<file path="src/hw/rtl/word_paragraph_tokenizer_core_defines.svh">
// Assertion macros shared by the tokenizer modules.
// Each macro expects clk and arst_n in the scope where it is used.
`ifndef WORD_PARAGRAPH_TOKENIZER_CORE_DEFINES_SVH
`define WORD_PARAGRAPH_TOKENIZER_CORE_DEFINES_SVH

// Check an implication on every clock edge outside reset.
`define WPT_ASSERT(label, prop, msg) \
	label: assert property (@(posedge clk) disable iff (!arst_n) prop) else $error(msg);

// Check that a condition never holds outside reset.
`define WPT_NEVER(label, cond, msg) \
	label: assert property (@(posedge clk) disable iff (!arst_n) !(cond)) else $error(msg);

`endif

</file>
<file path="src/hw/rtl/wpt_pkg.sv">
package wpt_pkg;

	// Longest text the block is sized for; the field widths cap it at 65536.
	localparam int MaxTextChars = 65536;
	localparam int PosLimitInt  = (MaxTextChars < 65536) ? MaxTextChars : 65536;

	localparam logic [16:0] PosLimit   = 17'(PosLimitInt);
	localparam logic [15:0] CountLimit = 16'(PosLimitInt / 2);

	localparam logic [15:0] CharTab     = 16'd9;
	localparam logic [15:0] CharNewline = 16'd10;
	localparam logic [15:0] CharSpace   = 16'd32;

	localparam logic RecWord   = 1'b0;
	localparam logic RecTotals = 1'b1;

	localparam int RecFifoDepth = 4;
	localparam int RecPtrW      = $clog2(RecFifoDepth);
	localparam int RecCntW      = $clog2(RecFifoDepth + 1);

	typedef enum logic [3:0] {
		PH_PAR_BEGIN  = 4'b0001,
		PH_LINE_BEGIN = 4'b0010,
		PH_IN_WORD    = 4'b0100,
		PH_BETWEEN    = 4'b1000
	} phase_t;

	typedef struct packed {
		logic [15:0] char_code;
		logic        end_of_text;
	} chr_item_t;

	typedef struct packed {
		logic        record_kind;
		logic [15:0] paragraph_index;
		logic [15:0] word_index;
		logic [15:0] begin_pos;
		logic [16:0] end_pos;
		logic [15:0] total_words;
		logic [15:0] total_paragraphs;
		logic        last_of_run;
	} rec_item_t;

	// Results of one character step: how many records, and the records in order.
	typedef struct packed {
		logic [1:0] count;
		rec_item_t  rec_a;
		rec_item_t  rec_b;
	} step_res_t;

	function automatic logic [15:0] sat_inc(logic [15:0] v);
		return (v < CountLimit) ? v + 16'd1 : v;
	endfunction

endpackage

</file>
<file path="src/hw/rtl/wpt_step.sv">
`include "word_paragraph_tokenizer_core_defines.svh"

module wpt_step (
	input  logic                  clk,
	input  logic                  arst_n,
	input  logic                  advance,
	input  wpt_pkg::chr_item_t    item,
	output wpt_pkg::step_res_t    res
);

	wpt_pkg::phase_t phase_q, phase_d;
	logic [16:0] pos_q, pos_d;
	logic [15:0] par_q, par_d;
	logic [15:0] wip_q, wip_d;
	logic [15:0] begin_q, begin_d;
	logic [15:0] total_q, total_d;
	logic [15:0] wip_base;
	wpt_pkg::rec_item_t word_rec;
	wpt_pkg::rec_item_t tot_rec;

	always_comb begin
		word_rec                  = '0;
		word_rec.record_kind      = wpt_pkg::RecWord;
		word_rec.paragraph_index  = par_q;
		word_rec.word_index       = wip_q;
		word_rec.begin_pos        = begin_q;
		word_rec.end_pos          = pos_q;
		word_rec.last_of_run      = 1'b1;

		tot_rec                   = '0;
		tot_rec.record_kind       = wpt_pkg::RecTotals;
		tot_rec.total_words       = total_q;
		tot_rec.total_paragraphs  = par_q;
		tot_rec.last_of_run       = 1'b1;
	end

	always_comb begin
		phase_d  = phase_q;
		pos_d    = pos_q;
		par_d    = par_q;
		wip_d    = wip_q;
		begin_d  = begin_q;
		total_d  = total_q;
		wip_base = wip_q;
		res      = '0;

		if (item.end_of_text) begin
			// Flush an open word ahead of the totals, then clear for the next text.
			if (phase_q == wpt_pkg::PH_IN_WORD) begin
				res.count             = 2'd2;
				res.rec_a             = word_rec;
				res.rec_a.last_of_run = 1'b0;
				res.rec_b             = tot_rec;
			end else begin
				res.count = 2'd1;
				res.rec_a = tot_rec;
			end
			phase_d = wpt_pkg::PH_PAR_BEGIN;
			pos_d   = '0;
			par_d   = '0;
			wip_d   = '0;
			begin_d = '0;
			total_d = '0;
		end else if (pos_q < wpt_pkg::PosLimit) begin
			case (item.char_code)
				wpt_pkg::CharNewline: begin
					case (phase_q)
						wpt_pkg::PH_IN_WORD: begin
							res.count = 2'd1;
							res.rec_a = word_rec;
							phase_d   = wpt_pkg::PH_LINE_BEGIN;
						end
						wpt_pkg::PH_LINE_BEGIN: phase_d = wpt_pkg::PH_PAR_BEGIN;
						wpt_pkg::PH_BETWEEN:    phase_d = wpt_pkg::PH_LINE_BEGIN;
						default:                phase_d = phase_q;
					endcase
				end
				wpt_pkg::CharSpace, wpt_pkg::CharTab: begin
					if (phase_q == wpt_pkg::PH_IN_WORD) begin
						res.count = 2'd1;
						res.rec_a = word_rec;
						phase_d   = wpt_pkg::PH_BETWEEN;
					end
				end
				default: begin
					if (phase_q != wpt_pkg::PH_IN_WORD) begin
						// A word character outside a word opens one; at paragraph begin
						// it opens a paragraph too.
						if (phase_q == wpt_pkg::PH_PAR_BEGIN) begin
							par_d    = wpt_pkg::sat_inc(par_q);
							wip_base = '0;
						end
						begin_d = pos_q[15:0];
						wip_d   = wpt_pkg::sat_inc(wip_base);
						total_d = wpt_pkg::sat_inc(total_q);
						phase_d = wpt_pkg::PH_IN_WORD;
					end
				end
			endcase
			pos_d = pos_q + 17'd1;
		end
	end

	always_ff @(posedge clk or negedge arst_n) begin
		if (!arst_n) begin
			phase_q <= wpt_pkg::PH_PAR_BEGIN;
			pos_q   <= '0;
			par_q   <= '0;
			wip_q   <= '0;
			begin_q <= '0;
			total_q <= '0;
		end else if (advance) begin
			phase_q <= phase_d;
			pos_q   <= pos_d;
			par_q   <= par_d;
			wip_q   <= wip_d;
			begin_q <= begin_d;
			total_q <= total_d;
		end
	end

	`WPT_NEVER(a_pos_limit, pos_q > wpt_pkg::PosLimit, "char position past limit")
	`WPT_NEVER(a_wip_le_total, wip_q > total_q, "word in paragraph exceeds word total")
	`WPT_ASSERT(a_eot_clears, (advance && item.end_of_text) |=> (total_q == '0 && par_q == '0), "end item did not clear counters")

endmodule

</file>
<file path="src/hw/rtl/wpt_rec_fifo.sv">
`include "word_paragraph_tokenizer_core_defines.svh"

module wpt_rec_fifo (
	input  logic                  clk,
	input  logic                  arst_n,
	input  wpt_pkg::step_res_t    push,
	output logic                  room,
	output logic                  rec_valid,
	input  logic                  rec_stall,
	output wpt_pkg::rec_item_t    rec_data
);

	wpt_pkg::rec_item_t mem_q [wpt_pkg::RecFifoDepth];
	logic [wpt_pkg::RecPtrW-1:0] wr_q, rd_q;
	logic [wpt_pkg::RecCntW-1:0] cnt_q;
	logic pop;

	// Room for a full two-record step regardless of the read side.
	assign room      = cnt_q <= wpt_pkg::RecCntW'(wpt_pkg::RecFifoDepth - 2);
	assign rec_valid = cnt_q != '0;
	assign rec_data  = mem_q[rd_q];
	assign pop       = rec_valid && !rec_stall;

	always_ff @(posedge clk) begin
		if (push.count != 2'd0) begin
			mem_q[wr_q] <= push.rec_a;
		end
		if (push.count == 2'd2) begin
			mem_q[wr_q + wpt_pkg::RecPtrW'(1)] <= push.rec_b;
		end
	end

	always_ff @(posedge clk or negedge arst_n) begin
		if (!arst_n) begin
			wr_q  <= '0;
			rd_q  <= '0;
			cnt_q <= '0;
		end else begin
			wr_q  <= wr_q + wpt_pkg::RecPtrW'(push.count);
			rd_q  <= rd_q + wpt_pkg::RecPtrW'(pop);
			cnt_q <= cnt_q + wpt_pkg::RecCntW'(push.count) - wpt_pkg::RecCntW'(pop);
		end
	end

	`WPT_NEVER(a_cnt_max, cnt_q > wpt_pkg::RecCntW'(wpt_pkg::RecFifoDepth), "record queue overflow")
	`WPT_ASSERT(a_push_room, (push.count != 2'd0) |-> room, "push without room")
	`WPT_ASSERT(a_cnt_two, (push.count == 2'd2 && !pop) |=> (cnt_q == $past(cnt_q) + wpt_pkg::RecCntW'(2)), "double push miscounted")

endmodule

</file>
<file path="src/hw/rtl/word_paragraph_tokenizer_core.sv">
// Channel | Direction | Handshake            | Payload
// chr     | in        | chr_valid, chr_stall | chr_data (wpt_pkg::chr_item_t)
// rec     | out       | rec_valid, rec_stall | rec_data (wpt_pkg::rec_item_t)
//
// One character transfer a cycle is taken at full rate while chr_stall is low; each
// character yields zero or one record, the end item one or two.
// A chr transfer reaches rec through the input register and then the record queue.
// The four-entry record queue sets the rate: chr_stall rises only when an item is held
// and fewer than two queue entries are free, so a stalled rec side backs up into chr.
// arst_n clears phase, counters and queue pointers at once; no clearing pass.
`include "word_paragraph_tokenizer_core_defines.svh"

module word_paragraph_tokenizer_core (
	input  logic                  clk,
	input  logic                  arst_n,
	input  logic                  chr_valid,
	output logic                  chr_stall,
	input  wpt_pkg::chr_item_t    chr_data,
	output logic                  rec_valid,
	input  logic                  rec_stall,
	output wpt_pkg::rec_item_t    rec_data
);

	// Input register: one held character item.
	wpt_pkg::chr_item_t chr_s1;
	logic               valid_s1;

	wpt_pkg::step_res_t step_res;
	wpt_pkg::step_res_t push;
	logic               room;
	logic               advance;
	logic               chr_take;

	// Advance the held item into the step logic whenever the queue can take two records.
	assign advance   = valid_s1 && room;
	// Hold the channel only while the held item cannot move on.
	assign chr_stall = valid_s1 && !room;
	assign chr_take  = chr_valid && !chr_stall;

	always_ff @(posedge clk or negedge arst_n) begin
		if (!arst_n) begin
			valid_s1 <= 1'b0;
		end else if (chr_take) begin
			valid_s1 <= 1'b1;
		end else if (advance) begin
			valid_s1 <= 1'b0;
		end
	end

	always_ff @(posedge clk) begin
		if (chr_take) begin
			chr_s1 <= chr_data;
		end
	end

	wpt_step u_step (
		.clk     (clk),
		.arst_n  (arst_n),
		.advance (advance),
		.item    (chr_s1),
		.res     (step_res)
	);

	// Drop the step's records unless the item really advances.
	always_comb begin
		push = step_res;
		if (!advance) begin
			push.count = 2'd0;
		end
	end

	wpt_rec_fifo u_rec_fifo (
		.clk       (clk),
		.arst_n    (arst_n),
		.push      (push),
		.room      (room),
		.rec_valid (rec_valid),
		.rec_stall (rec_stall),
		.rec_data  (rec_data)
	);

	`WPT_ASSERT(a_stall_needs_item, chr_stall |-> valid_s1, "stall with empty input register")
	`WPT_ASSERT(a_take_loads, chr_take |=> valid_s1, "transfer not held")
	`WPT_ASSERT(a_eot_last, (advance && chr_s1.end_of_text) |-> (step_res.count != 2'd0), "end item gave no record")

endmodule

</file>
<file path="config.mk">
export PLATFORM = sky130hd
export DESIGN_NAME = word_paragraph_tokenizer_core
export DESIGN_NICKNAME = d
export VERILOG_FILES = /design/src/hw/rtl/wpt_pkg.sv /design/src/hw/rtl/wpt_step.sv /design/src/hw/rtl/wpt_rec_fifo.sv /design/src/hw/rtl/word_paragraph_tokenizer_core.sv
export VERILOG_INCLUDE_DIRS = /design/src /design/src/hw/rtl
export SDC_FILE = /design/constraint.sdc
export NUM_CORES = 1
export LEC_CHECK = 0
export ABC_AREA = 1
export ABC_CLOCK_PERIOD_IN_PS = 3100
export BUFFER_PORTS_ARGS = -buffer_cell sky130_fd_sc_hd__buf_2
export CAP_MARGIN = 10
export CORE_MARGIN = 1.5
export CORE_UTILIZATION = 35
export DETAILED_ROUTE_END_ITERATION = 10
export PLACE_DENSITY = 0.58
export SYNTH_ARGS = -nofsm -noshare
export SYNTH_HDL_FRONTEND = slang
export SYNTH_SLANG_ARGS = --single-unit
</file>
<file path="constraint.sdc">
create_clock -name clk -period 3.1 [get_ports clk]
set_input_delay 0.465 -clock clk [delete_from_list [all_inputs] [get_ports clk]]
set_output_delay 0.465 -clock clk [all_outputs]
set_load 0.05 [all_outputs]
</file>
==> results.sh, run 1 <==
export IMPL_total_leakage_power_nw=12.3
export IMPL_vias=21894
export IMPL_grtUsageTotal_pct=20.7
export IMPL_whs_ps=31.1
export IMPL_synth_avg_cell_area_um2=7.66
export IMPL_synthToLayoutAreaGrowth_pct=14.8
export IMPL_htreeDepth=2
export IMPL_crit_required_ps=2630
export IMPL_max_slew_worst_pin_slew_ps=1030
export IMPL_outcome="completed"
export IMPL_setup_slack_ps=104
export IMPL_drc=0
export IMPL_antenna_found_initial=1
export IMPL_place_area_um2=25800
export IMPL_place_ws_ps=401
export IMPL_setup_viol=0
export IMPL_netlist_area_um2=24300
export IMPL_final_core_util_pct=40.6
export IMPL_worst_path_most_repeated_cell="a21oi_1"
export IMPL_core_um2=68700
export IMPL_routed_wl_mm=74.6
export IMPL_final_min_clock_period_ps=3000
export IMPL_cts_tree="built"
export IMPL_syn_inst=3173
export IMPL_cp_top_family="buffers and inverters"
export IMPL_grt_pass1_vias=20191
export IMPL_finalWeightedCongestion=0.831
export IMPL_hold_viol_final=0
export IMPL_stdcell_area_um2=27900
export IMPL_std_cell_rows=96
export IMPL_wire_per_inst_um=18.0
export IMPL_fill_cells=7154
export IMPL_finalSetupTns_ps=0
export IMPL_wl_met2_mm=34.8
export IMPL_synth_seq_cells=506
export IMPL_max_cap_violations=0
export IMPL_fin_crit_sh_pct=96.6
export IMPL_dr_pass1_iters=6
export IMPL_vdd_drop_max_mv=0.765
export IMPL_wl_met1_mm=33.6
export IMPL_synth_distinct_cells=37
export IMPL_clk_pin_slew_worst_paths_ps=60
export IMPL_fmax_mhz=334
export IMPL_cts_buffers_inserted=57
export IMPL_clk_path_buf_depth=3
export IMPL_cts_root_buf="clkbuf_16"
export IMPL_synthesis_nets=3202
export IMPL_dpl_hpwl_mm=41.6
export IMPL_num_io_pins=122
export IMPL_dieArea_um2=71000
export IMPL_yosysTopAreaCell="dfxtp_1"
export IMPL_grt_setup_unrepaired="false"
export IMPL_power_density_nw_per_um2=1200
export IMPL_top_layer_used="met5"
export IMPL_num_nets_final=3202
export IMPL_dr_first_iter_drc_count=1915
export IMPL_clock_sinks=506
export IMPL_hold_class="in2reg"
export IMPL_cpMaxStageDelayCell="dfrtp_4"
export IMPL_initial_core_util_pct=35.4
export IMPL_criticalPathCategory="reg2out"
export IMPL_dieWidth_um=267
export IMPL_ys_warn_count=0
export IMPL_cp_arrival_ps=2530
export IMPL_ant_nets=0
export IMPL_n_antenna_cell=0
export IMPL_startpoint_type="flip-flop"
export IMPL_die_h_um=267
export IMPL_avgViaCountPerCell=5.27
export IMPL_insertion_delay_ps=630
export IMPL_ys_flop_type="dfxtp_1"
export IMPL_slew_violations=0
export IMPL_max_slew_margin_pct=31.4
export IMPL_grt_ovfl_total=0
export IMPL_crit_chain="inv_8 -> buf_12 -> buf_4 -> a21oi_1 -> a21oi_1 -> buf_2"
export IMPL_layout_drive_gt1_share_pct=9.78
export IMPL_async_flop_share_pct=18.4
export IMPL_ys_seq_area_share_pct=49.9
export IMPL_port_buffers=121
export IMPL_synth_top_area_share_pct=21.4
export IMPL_grt_max_degree=109
export IMPL_finClkSkew_ps=20.5
export IMPL_crit_path_max_incr_delay_ps=540
export IMPL_critPathBufInv=4
export IMPL_end_kind="primary output"
export IMPL_grt_pass1_wl_mm=117
export IMPL_ys_top_cells_by_area="dfxtp_1, edfxtp_1, dfrtp_1"
export IMPL_dr_wl_met3_mm=4.27
export IMPL_crit_fanout=49
export IMPL_synth_edf_count=153
-- worst paths after layout --
kind                                               from                 endpoint  slack (ps)  cells after the start
worst max-delay path                 u_rec_fifo.rd_q[0]             rec_data[79]         100                      6
worst min-delay path                       chr_data[10]               chr_s1[10]          30                      1
worst max register to register               chr_s1[14]      u_rec_fifo.cnt_q[2]         400                     12
worst min register to register  u_rec_fifo.mem_q[2][61]  u_rec_fifo.mem_q[2][61]         470                      2
max in group asynchronous                        arst_n       u_rec_fifo.rd_q[0]        2160                      3
min in group asynchronous                        arst_n          u_step.wip_q[9]         460                      3
-- registers in the layout, indices dropped and copies added (netlist names), 2 cells and up --
name	count
u_rec_fifo.wr_q	2
u_rec_fifo.rd_q	2
u_rec_fifo.mem_q	396
u_step.wip_q	16
u_step.par_q	16
u_step.total_q	16
u_rec_fifo.cnt_q	3
u_step.pos_q	17
u_step.begin_q	16
chr_s1	17
u_step.phase_q	4
-- Yosys cell counts (2+ instances only) --
| cell type | instances |
|---|---|
| ha_1 | 7 |
| xor2_1 | 25 |
| or2_2 | 2 |
| clkbuf_1 | 163 |
| nand3_2 | 5 |
| buf_2 | 76 |
| nor2_2 | 2 |
| and3_1 | 2 |
| dfxtp_1 | 260 |
| clkinv_1 | 3 |
| nand4_1 | 77 |
| dfrtp_1 | 92 |
| nand2_2 | 5 |
| a21oi_1 | 400 |
| nor2_1 | 557 |
| o21ai_0 | 268 |
| o21ai_1 | 2 |
| edfxtp_1 | 153 |
| o22ai_1 | 91 |
| a21oi_2 | 2 |
| nor3_1 | 31 |
| inv_2 | 9 |
| nor4_1 | 4 |
| buf_1 | 7 |
| buf_6 | 12 |
| nand3_1 | 277 |
| a211oi_1 | 2 |
| inv_1 | 160 |
| nand2_1 | 468 |
| nor2_4 | 2 |
| o211ai_1 | 3 |
-- placed cells by master (no fill, tap or decap), types with 5 or more instances in the layout --
master         count
dfxtp_1          260
nor3_1            31
dlygate4sd3_1     14
inv_2              8
o21ai_0          268
xor2_1            25
nor2_1           555
ha_1               7
clkbuf_1          14
buf_12            24
clkinv_1           7
inv_1            158
nand3_1          277
edfxtp_1         153
buf_2            120
clkbuf_8          18
dfrtp_1           90
buf_4             40
nand2_2            5
nor2_4             5
nand3_2            5
nand2_1          464
a21oi_1          400
nand4_1           77
o22ai_1           90
clkbuf_16         61
-- report_power, final --
part           leakage [nW]  internal (mW)  switching, mW
clock                 0.959           4.11           2.87
sequential             4.88           9.12           1.03
combinational          6.51           4.14           12.3
total                  12.3           17.4           16.1
-- cell type report --
cell class / count / area, µm² / area share, %
clock buffers: 93 / 1830 / 6.55
clock inverters: 14 / 129 / 0.462
inverters: 172 / 657 / 2.35
multi-input cells: 2237 / 10400 / 37.4
flip-flops and latches: 506 / 12100 / 43.5
well taps: 931 / 1160 / 4.17
repair buffers: 199 / 1550 / 5.55
-- through the flow --
step	power [mW]	cells
2_1_floorplan	22.1	3173
4_1_cts	33.6	4152
5_1_grt	35.6	4152
3_5_place_dp	26.6	4031
6_report	33.5	4152
3_3_place_gp	26.5	4031
-- layer usage --
metal / vias to the layer above / track usage, %
li1: 10733 / -
met1: 10414 / 28.2
met2: 624 / 33.6
met3: 121 / 3.60
met4: 2 / 6.17
met5: - / 0
-- logic make-up after synthesis --
family	Yosys count	synth area share, %
AO/OA/AOI/OAI	769	16.4
XOR/XNOR	26	0.937
adder cells (fa/ha/maj)	8	0.443
buffers and inverters	430	7.40
flip-flops	506	49.9
AND/OR/NAND/NOR	1434	24.9
-- timing repair --
item | 4_1_cts | 5_1_grt
endpoints found under the hold margin | 105 | 0
setup buffers | 0 | 0
setup endpoints to repair | 1 | 1
resized for setup | 1 | 2
hold buffers | 14 | 0
Power figures use the tool's default switching activity.
==> run 2, diff against run 1 <==
--- a/config.mk
+++ b/config.mk
@@ -7,7 +7,7 @@
 export NUM_CORES = 1
 export LEC_CHECK = 0
 export ABC_AREA = 1
-export ABC_CLOCK_PERIOD_IN_PS = 3100
+export ABC_CLOCK_PERIOD_IN_PS = 3000
 export BUFFER_PORTS_ARGS = -buffer_cell sky130_fd_sc_hd__buf_2
 export CAP_MARGIN = 10
 export CORE_MARGIN = 1.5
==> constraint.sdc (replaced) <==
create_clock -name clk -period 3 [get_ports clk]
set_input_delay 0.45 -clock clk [delete_from_list [all_inputs] [get_ports clk]]
set_output_delay 0.45 -clock clk [all_outputs]
set_load 0.05 [all_outputs]
==> run 2 against run 1 <==
Net effect:
- clock power shrank 2%
- combinational power grew 4%
- via count grew 0.36%
- worst hold slack lost 3.2 ps
- die area is the same
- cell area grew 0.16%
- non-clock buffer count grew 15
- largest power group unchanged
==> results.sh, run 2 (synthesis gave the netlist of run 1 again) <==
export IMPL_outcome="completed"
export IMPL_stdcell_area_um2=28000
export IMPL_cts_root_buf="clkbuf_16"
export IMPL_clk_path_buf_depth=3
export IMPL_port_buffers=121
export IMPL_vdd_drop_max_mv=0.767
export IMPL_cts_buffers_inserted=55
export IMPL_layout_drive_gt1_share_pct=10.0
export IMPL_whs_ps=27.9
export IMPL_grt_setup_unrepaired="true"
export IMPL_avgViaCountPerCell=5.28
export IMPL_grt_pass1_vias=20610
export IMPL_max_cap_violations=0
export IMPL_max_slew_worst_pin_slew_ps=954
export IMPL_grt_max_degree=107
export IMPL_cts_setup_buffers=0
export IMPL_clk_pin_slew_worst_paths_ps=60
export IMPL_cpMaxStageDelayCell="o22ai_1"
export IMPL_reg2reg_slack_ps=380
export IMPL_final_min_clock_period_ps=2960
export IMPL_fin_crit_sh_pct=98.8
export IMPL_place_area_um2=25900
export IMPL_crit_required_ps=2550
export IMPL_cp_startpoint="u_rec_fifo.rd_q[1]"
export IMPL_cts_tree="built"
export IMPL_multi_input_area_um2=10400
export IMPL_fill_cells=7139
export IMPL_dieArea_um2=71000
export IMPL_regArea_um2=12100
export IMPL_r2r_end="u_rec_fifo.cnt_q[2]"
export IMPL_crit_chain="buf_16 -> o21ai_0 -> o22ai_1 -> buf_2"
export IMPL_critical_path_endpoint="rec_data[97]"
export IMPL_largest_register_ffs=396
export IMPL_routed_wl_mm=74.6
export IMPL_setup_viol=0
export IMPL_rr_worst_depth=10
export IMPL_final_cell_mix="nor2_1, nand2_1, a21oi_1"
export IMPL_grt_ovfl_total=0
export IMPL_dr_first_iter_drc_count=1864
export IMPL_regMostFlops="u_rec_fifo.mem_q"
export IMPL_core_um2=68700
export IMPL_dpl_hpwl_mm=43.2
export IMPL_grt_pass1_wl_mm=118
export IMPL_whs_path_depth=1
export IMPL_std_cell_rows=96
export IMPL_clock_sinks=506
export IMPL_mostFrequentLayoutCell="nor2_1"
export IMPL_die_h_um=267
export IMPL_final_core_util_pct=40.7
export IMPL_insertion_delay_ps=640
export IMPL_initial_core_util_pct=35.4
export IMPL_num_nets_final=3215
export IMPL_total_leakage_power_nw=12.4
export IMPL_cp_num_cells=4
export IMPL_finalSetupTns_ps=0
export IMPL_end_kind="primary output"
export IMPL_vias=21973
export IMPL_num_io_pins=122
export IMPL_htreeDepth=2
export IMPL_fin_cells=4164
export IMPL_reg_top3="u_rec_fifo.mem_q (396), chr_s1 (17), u_step.pos_q (17)"
export IMPL_dieWidth_um=267
export IMPL_rr_startpoint="u_rec_fifo.cnt_q[2]"
export IMPL_wire_per_inst_um=17.9
export IMPL_n_antenna_cell=0
export IMPL_hold_class="in2reg"
export IMPL_finClkSkew_ps=33.6
export IMPL_crit_path_max_incr_delay_ps=480
export IMPL_grtUsageTotal_pct=20.9
export IMPL_cp_top_family="buffers and inverters"
export IMPL_ant_nets=0
export IMPL_crit_fanout=88
export IMPL_startpoint_type="flip-flop"
export IMPL_fmax_mhz=337
export IMPL_max_slew_margin_pct=36.4
export IMPL_finalWeightedCongestion=0.841
export IMPL_synthToLayoutAreaGrowth_pct=15.0
export IMPL_slew_violations=0
export IMPL_drc=0
export IMPL_cp_arrival_ps=2510
export IMPL_criticalPathCategory="reg2out"
export IMPL_critPathBufInv=2
export IMPL_antenna_found_initial=1
export IMPL_dp_cells=4044
export IMPL_power_density_nw_per_um2=1230
export IMPL_dr_pass1_iters=6
export IMPL_hold_viol_final=0
## run 2: changes by cell type in the layout (fill, tap and decap cells not counted), moves of 3 or more
cell,before,now
buf_2,120,116
buf_4,40,50
clkbuf_1,14,17
clkbuf_16,61,55
buf_6,0,3
clkinv_2,4,7
clkbuf_8,18,15
## run 2: per-layer routing
metal  track usage, %  part of all wire (%)  vias to the layer above
li1                 -                     -                    10760
met1             28.6                    46                    10484
met2             34.2                    46                      627
met3             2.72                   5.6                      100
met4             6.28                   2.2                        2
met5                0                 0.011                        -
## run 2: worst register-to-register path, delay by kind of cell (launching register included)
kind	cells	cell delay, ps
xor+xnor	2	340
fa+ha+maj	2	690
buf+inv	3	390
flops	1	410
simple gates	3	700
## run 2: cell type report
| class | instances | area share (%) |
|---|---|---|
| Sequential cell | 506 | 43.4 |
| Multi-Input combinational cell | 2237 | 37.4 |
| Timing Repair Buffer | 214 | 6.13 |
| Clock buffer | 87 | 5.89 |
| Tap cell | 931 | 4.17 |
| Inverter | 172 | 2.38 |
| Clock inverter | 17 | 0.645 |
## run 2: power by group
part | internal [mW] | switching, mW
combinational | 4.40 | 12.7
clock | 3.95 | 2.90
sequential | 9.42 | 1.08
total | 17.8 | 16.7
## run 2: metrics by stage
stage / total power [mW] / setup slack [ps]
floorplan: 22.9 / 240
global placement: 27.5 / 426
detailed placement: 27.6 / 380
CTS: 34.6 / 11.3
global route: 36.7 / -1.60
finish: 34.4 / 35.8
## run 2: how the worst min path moves through the flow
stage,start,endpoint,slack [ps]
6_report,chr_data[8],chr_s1[8],30
5_1_grt,chr_data[8],chr_s1[8],20
4_1_cts,chr_data[8],chr_s1[8],3
3_5_place_dp,arst_n,u_step.wip_q[10],450
3_3_place_gp,arst_n,u_step.wip_q[8],440
2_1_floorplan,arst_n,u_rec_fifo.cnt_q[0],150
## run 2: what timing repair did
item                                   CTS  global route
gates resized for setup                  4             6
endpoints found under the hold margin   42             0
gates cloned                             0             0
hold buffers                            16             0
setup endpoints to repair               13            15
